==> src/hw/rtl/greedy_box_suppression_defines.svh <==
// Assertion macros shared by the greedy box suppression RTL.
// Each macro expects clk_i and rst_ni to be visible where it is used.
`ifndef GREEDY_BOX_SUPPRESSION_DEFINES_SVH
`define GREEDY_BOX_SUPPRESSION_DEFINES_SVH

// Same-cycle implication, disabled while reset is held.
`define GBS_ASSERT_NOW(lbl, ante, cons, msg) \
  lbl: assert property (@(posedge clk_i) disable iff (!rst_ni) (ante) |-> (cons)) \
    else $error(msg);

// Next-cycle implication, disabled while reset is held.
`define GBS_ASSERT_NEXT(lbl, ante, cons, msg) \
  lbl: assert property (@(posedge clk_i) disable iff (!rst_ni) (ante) |=> (cons)) \
    else $error(msg);

`endif

==> src/hw/rtl/gbs_pkg.sv <==
// Shared types, constants and helper functions for greedy box suppression.
// Used by the kept-list memory, the overlap unit and the top level.
`default_nettype none

package gbs_pkg;

  localparam int MAX_KEPT   = 64;
  localparam int COORD_BITS = 16;
  localparam int CLASS_W    = 8;
  localparam int THR_W      = 16;
  localparam int FRAC_BITS  = 16;
  localparam int SLOT_W     = 6;
  localparam int CFG_IDX_W  = 2;
  localparam int CFG_DATA_W = 16;

  localparam int ADDR_W = (MAX_KEPT > 1) ? $clog2(MAX_KEPT) : 1;
  localparam int CNT_W  = $clog2(MAX_KEPT + 1);
  localparam int AREA_W = 2 * COORD_BITS;
  localparam int UNI_W  = AREA_W + 1;
  localparam int PROD_W = THR_W + UNI_W;

  localparam logic [THR_W-1:0] IOU_THR_RESET = THR_W'(22938);

  // Configuration register indexes.
  localparam logic [CFG_IDX_W-1:0] CFG_IOU_THRESHOLD  = CFG_IDX_W'(0);
  localparam logic [CFG_IDX_W-1:0] CFG_CLASS_AGNOSTIC = CFG_IDX_W'(1);

  typedef logic signed [COORD_BITS-1:0] coord_t;
  typedef logic [COORD_BITS-1:0]        span_t;
  typedef logic [AREA_W-1:0]            area_t;
  typedef logic [CLASS_W-1:0]           class_t;

  typedef struct packed {
    coord_t l;
    coord_t t;
    coord_t r;
    coord_t b;
  } box_t;

  typedef struct packed {
    box_t   box;
    class_t cls;
    area_t  area;
  } entry_t;

  typedef struct packed {
    logic valid;
    logic suppress;
  } iou_res_t;

  // Length of the interval from lo to hi, zero when hi is not above lo.
  function automatic span_t span(input coord_t lo, input coord_t hi);
    logic signed [COORD_BITS:0] d;
    d = (COORD_BITS + 1)'(hi) - (COORD_BITS + 1)'(lo);
    return (d > 0) ? d[COORD_BITS-1:0] : '0;
  endfunction

endpackage

`default_nettype wire

==> src/hw/rtl/gbs_iou_unit.sv <==
// Pipelined overlap test: intersection, union, and the scaled IoU compare.
// Takes one kept entry per cycle, five register stages; depends on gbs_pkg.
`default_nettype none

module gbs_iou_unit (
  input  wire                      clk_i,
  input  wire                      rst_ni,
  input  wire                      req_valid_i,
  input  gbs_pkg::box_t            box_i,
  input  gbs_pkg::area_t           area_i,
  input  gbs_pkg::class_t          cls_i,
  input  gbs_pkg::entry_t          entry_i,
  input  wire                      agnostic_i,
  input  wire [gbs_pkg::THR_W-1:0] thr_i,
  output logic                     busy_o,
  output gbs_pkg::iou_res_t        res_o
);
  import gbs_pkg::*;

  coord_t il, it, ir, ib;

  logic  va_q, vb_q, vc_q, vd_q, ve_q;
  logic  ma_q, mb_q, mc_q, md_q;
  span_t wa_q, ha_q;
  area_t ka_q, kb_q;
  area_t ib_q, ic_q;
  logic [UNI_W-1:0]  uc_q;
  logic [PROD_W-1:0] lhs_q, rhs_q;
  logic              sup_q;

  always_comb begin
    il = (box_i.l > entry_i.box.l) ? box_i.l : entry_i.box.l;
    it = (box_i.t > entry_i.box.t) ? box_i.t : entry_i.box.t;
    ir = (box_i.r < entry_i.box.r) ? box_i.r : entry_i.box.r;
    ib = (box_i.b < entry_i.box.b) ? box_i.b : entry_i.box.b;
  end

  always_ff @(posedge clk_i or negedge rst_ni) begin
    if (!rst_ni) begin
      va_q <= 1'b0;
      vb_q <= 1'b0;
      vc_q <= 1'b0;
      vd_q <= 1'b0;
      ve_q <= 1'b0;
    end else begin
      va_q <= req_valid_i;
      vb_q <= va_q;
      vc_q <= vb_q;
      vd_q <= vc_q;
      ve_q <= vd_q;
    end
  end

  always_ff @(posedge clk_i) begin
    // Stage A: clamped intersection extents and class filter.
    wa_q <= span(il, ir);
    ha_q <= span(it, ib);
    ka_q <= entry_i.area;
    ma_q <= agnostic_i || (entry_i.cls == cls_i);
    // Stage B: intersection area.
    ib_q <= area_t'(wa_q) * area_t'(ha_q);
    kb_q <= ka_q;
    mb_q <= ma_q;
    // Stage C: union; it never goes negative since the overlap fits both boxes.
    uc_q <= UNI_W'(area_i) + UNI_W'(kb_q) - UNI_W'(ib_q);
    ic_q <= ib_q;
    mc_q <= mb_q;
    // Stage D: both sides of the scaled compare.
    rhs_q <= PROD_W'(thr_i) * PROD_W'(uc_q);
    lhs_q <= PROD_W'({ic_q, {FRAC_BITS{1'b0}}});
    md_q  <= mc_q;
    // Stage E: a zero union gives zero on both sides and so never suppresses.
    sup_q <= md_q && (lhs_q > rhs_q);
  end

  assign busy_o         = va_q || vb_q || vc_q || vd_q || ve_q;
  assign res_o.valid    = ve_q;
  assign res_o.suppress = sup_q;

endmodule

`default_nettype wire

==> config.mk <==
export PLATFORM = sky130hd
export DESIGN_NAME = gbs_iou_unit
export DESIGN_NICKNAME = d
export VERILOG_FILES = /design/src/hw/rtl/greedy_box_suppression_defines.svh /design/src/hw/rtl/gbs_pkg.sv /design/src/hw/rtl/gbs_iou_unit.sv
export SDC_FILE = /design/constraint.sdc
export NUM_CORES = 2
export LEC_CHECK = 0
export BUFFER_PORTS_ARGS = -buffer_cell sky130_fd_sc_hd__buf_2
export CAP_MARGIN = 10
export CORE_MARGIN = 5
export CORE_UTILIZATION = 58
export CTS_BUF_LIST = sky130_fd_sc_hd__clkbuf_16
export CTS_CLUSTER_SIZE = 16
export DETAILED_ROUTE_END_ITERATION = 12
export GPL_ROUTABILITY_DRIVEN = 0
export PLACE_DENSITY = 0.8
export SKIP_CTS_REPAIR_TIMING = 1
export SLEW_MARGIN = 20
export SYNTH_ARGS = -nofsm -noshare
export SYNTH_HDL_FRONTEND = slang
export SYNTH_SLANG_ARGS = --single-unit
==> constraint.sdc <==
create_clock -name clk_i -period 6 [get_ports clk_i]
set_input_delay 0.3 -clock clk_i [delete_from_list [all_inputs] [get_ports clk_i]]
set_output_delay 0.3 -clock clk_i [all_outputs]
set_load 0.01 [all_outputs]
=== Yosys cells after proc, flatten, opt, wreduce, memory -nomap -nowiden ===
Index checks and enable logic that the tools add are counted.

* Register bits after elaboration: 284
* Input port bits: 228
* Output and inout port bits: 3
* Logic and storage cells: 43

* Add/sub/neg operators: 4
* $mul: 2
* $lt $le $gt $ge: 7
* Equality and inequality tests: 1
* Muxes and demuxes: 4
* Reductions and logical operators: 6

{| class="wikitable"
|+ Operator list
! kind !! count
|-
| $mux 16 || 4
|-
| $gt 48x49->1 || 1
|-
| $mul 16x33->49 || 1
|-
| $gt 17x1->1 const B || 2
|-
| $sub 16x16->17 || 2
|-
| $add 32x32->33 || 1
|-
| $sub 33x32->33 || 1
|-
| $gt 16x16->1 || 2
|-
| $lt 16x16->1 || 2
|-
| $mul 16x16->32 || 1
|-
| $eq 8x8->1 || 1
|-
| $logic_or 1x1->1 || 5
|-
| $logic_and 1x1->1 || 1
|}

=== Longest topological paths before layout ===
* Depth after elaboration: 4
* Gate-level depth with buffers: 26
* Gate-level depth less buffers: 24

=== Least setup slack after synthesis ===
No wires, ideal clock.

* Path type: register to register
* Start point: reg uc_q[19]
* End point: reg rhs_q[47]
* Library setup time: 118 ps
* Arrival time: 5857 ps
* Required time: 5882 ps
* Path slack: 25 ps
* Stages on the path, launching flop included: 24
* Buffers on the path: 2
* Period minus slack after synthesis: 5975 ps
* Path through: dfxtp_1 -> clkbuf_1 -> nand2_1 -> fa_1 -> fa_1 -> fa_1 -> inv_1 -> fa_1 -> fa_1 -> inv_1 -> fa_1 -> inv_1 -> ha_1 -> clkbuf_1 -> and3_1 -> nand2_1 -> a211oi_1 -> nor2_1 -> nor3_1 -> a21oi_2 -> o311ai_1 -> a31o_2 -> a21oi_1 -> xnor2_1

* Word-level cells in the longest chain between the ends: 1

{| class="wikitable"
|+ RTL lines
! what !! line !! text
|-
| from (decl) || gbs_iou_unit.sv:27 || <nowiki>logic [UNI_W-1:0] uc_q;</nowiki>
|-
| from (signal assigned) || gbs_iou_unit.sv:65 || <nowiki>uc_q <= UNI_W'(area_i) + UNI_W'(kb_q) - UNI_W'(ib_q);</nowiki>
|-
| $mul 16x33->49 || gbs_iou_unit.sv:69 || <nowiki>rhs_q <= PROD_W'(thr_i) * PROD_W'(uc_q);</nowiki>
|-
| to (signal assigned) || gbs_iou_unit.sv:69 ||
|-
| to (decl) || gbs_iou_unit.sv:28 || <nowiki>logic [PROD_W-1:0] lhs_q, rhs_q;</nowiki>
|}

Every way passes these cells.
A chain may end at the register's enable or synchronous reset.

=== Worst setup path after layout ===
* Start point: reg uc_q[7]
* End point: reg rhs_q[48]

The elaborated chain is that of the path after synthesis.

==> impl_metrics.env <==
export IMPL_grt_pass1_vias=31470
export IMPL_start_util=0.582
export IMPL_crit_type="reg2reg"
export IMPL_core_rowCount=94
export IMPL_synth_mux_area_frac=0.0197
export IMPL_setup_tns_ns=-0.746
export IMPL_drt_total_wl_mm=93.6
export IMPL_synth_top_family_by_area="adder cells"
export IMPL_worst_endpoint_arrival_ns=6.65
export IMPL_vias=29662
export IMPL_synth_edf_count=0
export IMPL_cts_sinks=284
export IMPL_io_pins=231
export IMPL_status="finished, violations left"
export IMPL_syn_area_mm2=0.0381
export IMPL_slew_violations=0
export IMPL_cts_tree="done"
export IMPL_grt_usage=0.249
export IMPL_core_area_mm2=0.0655
export IMPL_instances_no_fill=5529
export IMPL_cts_root_buffer="clkbuf_16"
export IMPL_cts_made_buffers=29
export IMPL_ant_nets=0
export IMPL_synth_ff_type="dfxtp_1"
export IMPL_critPathLaunchType="flip-flop"
export IMPL_drc=0
export IMPL_fill_cells=4718
export IMPL_ys_seq_area_frac=0.150
export IMPL_crit_start="uc_q[7]"
export IMPL_synth_cells=4200
export IMPL_hold_violations=0
export IMPL_fp_dieH_um=266
export IMPL_dpl_hpwl_mm=76.2
export IMPL_reg2reg_slack_ns=-0.16
export IMPL_dieArea_mm2=0.0709
export IMPL_wl_per_cell_um=16.9
export IMPL_yosys_area_share_adder=0.473
export IMPL_finalSetupViolCount=9
export IMPL_synthXorXnorAreaFrac=0.0301
export IMPL_finalCritPeriodShare=1.03
export IMPL_clkSlewWorstSetupHoldPaths_ns=0.07
export IMPL_syn2layout_area_growth_pct=16.4
export IMPL_r2r_start="uc_q[7]"
export IMPL_clock_latency_ns=0.56
export IMPL_portBuffers=230
export IMPL_worstMarginPinSlew_ns=0.836
export IMPL_rsz0062_at_grt="true"
export IMPL_violations="setup timing"
export IMPL_grt_overflow=0
export IMPL_final_layout_size_suffix_gt1_frac=0.174
export IMPL_fin_ws_ns=-0.161
export IMPL_worstPathRequired_ns=6.48
export IMPL_syn_nets=5472
export IMPL_antenna_found_initial=2
export IMPL_synth_compound_gate_area_share=0.0753
export IMPL_die_w_um=266
export IMPL_hp_class="in2async"
export IMPL_hold_slack_ns=0.0973
export IMPL_drt_iter0_drc=1843
export IMPL_clock_skew_ns=0.0211
export IMPL_via_per_inst=5.36
export IMPL_drtPass1Iterations=5
export IMPL_place_inst=5418
export IMPL_yosys_warnings=0
export IMPL_critPathMaxFanout=6
export IMPL_pre_cts_slack_ns=-0.470
export IMPL_slew_headroom=0.437
export IMPL_timing_final_crit_period_ns=6.16
export IMPL_fin_nets=5915
export IMPL_ys_types=82
export IMPL_postSynthAreaPerCell_um2=9.07
export IMPL_ys_ff_latch=284
export IMPL_grt_pass1_wl_mm=147
export IMPL_synthSimpleGateAreaFrac=0.144
export IMPL_synth_async_reset_ratio=0.0176
export IMPL_max_clock_freq_mhz=162
export IMPL_cts_buffer_depth=3
export IMPL_htreeDepth=1
export IMPL_max_cap_violations=0
export IMPL_grt_max_degree=34
export IMPL_critPathCaptureType="flip-flop"
==> metal layers <==
layer	routed length (µm)	track usage
met5	0	0
met4	3230	0.0700
met3	5680	0.0279
met2	49100	0.456
met1	35600	0.312
==> synthesized netlist by cell type (8+ instances only) <==
master,count,area (µm²)
o21ai_0,64,320
nand3_1,28,140
dfxtp_1,279,5590
mux2_2,25,282
nor3_1,21,105
nand4_1,38,238
o21a_1,15,113
fa_1,660,13200
mux2_4,8,120
ha_1,384,4800
nor2_1,109,409
nor4_1,10,62.6
mux2i_1,35,350
nand2_1,553,2080
xnor2_1,84,736
o21bai_1,24,180
a211oi_1,15,113
a21oi_1,146,731
and3_1,12,75.1
and2_1,308,1930
nor3b_1,8,60.1
nor2b_1,24,150
inv_1,950,3570
a21o_1,92,691
xor2_1,47,412
nand2b_1,11,68.8
clkbuf_1,133,499
a31oi_1,13,81.3
==> worst max-delay path: stages, from the launching register on <==
cell and delay (ns):
dfxtp_4 0.37, buf_6 0.13, buf_4 0.14, and2_1 0.16, fa_1 0.55, fa_1 0.44, fa_1 0.58, fa_1 0.45
fa_1 0.50, inv_1 0.05, fa_1 0.51, inv_1 0.06, ha_1 0.29, and3_4 0.23, a2111oi_4 0.41, a21oi_2 0.13
a211oi_4 0.28, o41ai_4 0.13, a21oi_2 0.18, o21ai_2 0.12, a31oi_1 0.22, xnor2_1 0.13
==> logic make-up after synthesis <==
logic type | Yosys count
and+or+nand+nor | 1143
muxes | 68
adders and majority gates | 1044
DFF | 284
AOI/OAI and AO/OA | 438
xor gates and xnor gates | 131
buffers and inverters | 1092
==> metrics by stage <==
stage	cell area, µm²	utilization
2_1_floorplan	38100	-
3_3_place_gp	41900	0.640
3_5_place_dp	41900	0.640
4_1_cts	42800	0.653
5_1_grt	44400	0.677
6_report	44400	0.677
==> path summary, 6_finish.rpt <==
path | end | cells after the start
min in group clk_i | ma_q | 3
hold reg to reg | lhs_q[45] | 0
setup reg to reg | rhs_q[48] | 21
hold / removal | ve_q | 2
max in group asynchronous | vb_q | 2
setup / recovery | rhs_q[48] | 21
==> sequential cells by signal, summed over array words and instances, names as in the netlist, 16 cells and up <==
signal / count
rhs_q: 49
uc_q: 33
ib_q: 32
ic_q: 32
ka_q: 32
kb_q: 32
lhs_q: 32
ha_q: 16
wa_q: 16
==> final cells by class <==
cell class              count  area (µm²)  share of cell area
flip-flops and latches    284        5830               0.131
multi-input cells        2824       29100               0.657
well taps                 864        1080              0.0244
clock inverters            22         149             0.00336
inverters                 950        3570              0.0804
clock buffers              29         726              0.0164
diodes                      2        5.00            0.000113
repair buffers            554        3860              0.0871
==> placed cells by master (no fill, tap or decap), types with 38 or more instances in the layout <==
master     n
nor2_1   106
inv_1    933
fa_1     649
a21oi_1  118
nand2_1  542
buf_2    230
buf_4    262
and2_1   301
nand4_1   38
ha_1     360
o21ai_0   53
dfxtp_1  233
xnor2_1   83
xor2_1    47
a21o_1    92
Power is left out: the tool's default activity adds up to more than one toggle a clock period on the data nets, which glitch-free logic cannot reach.
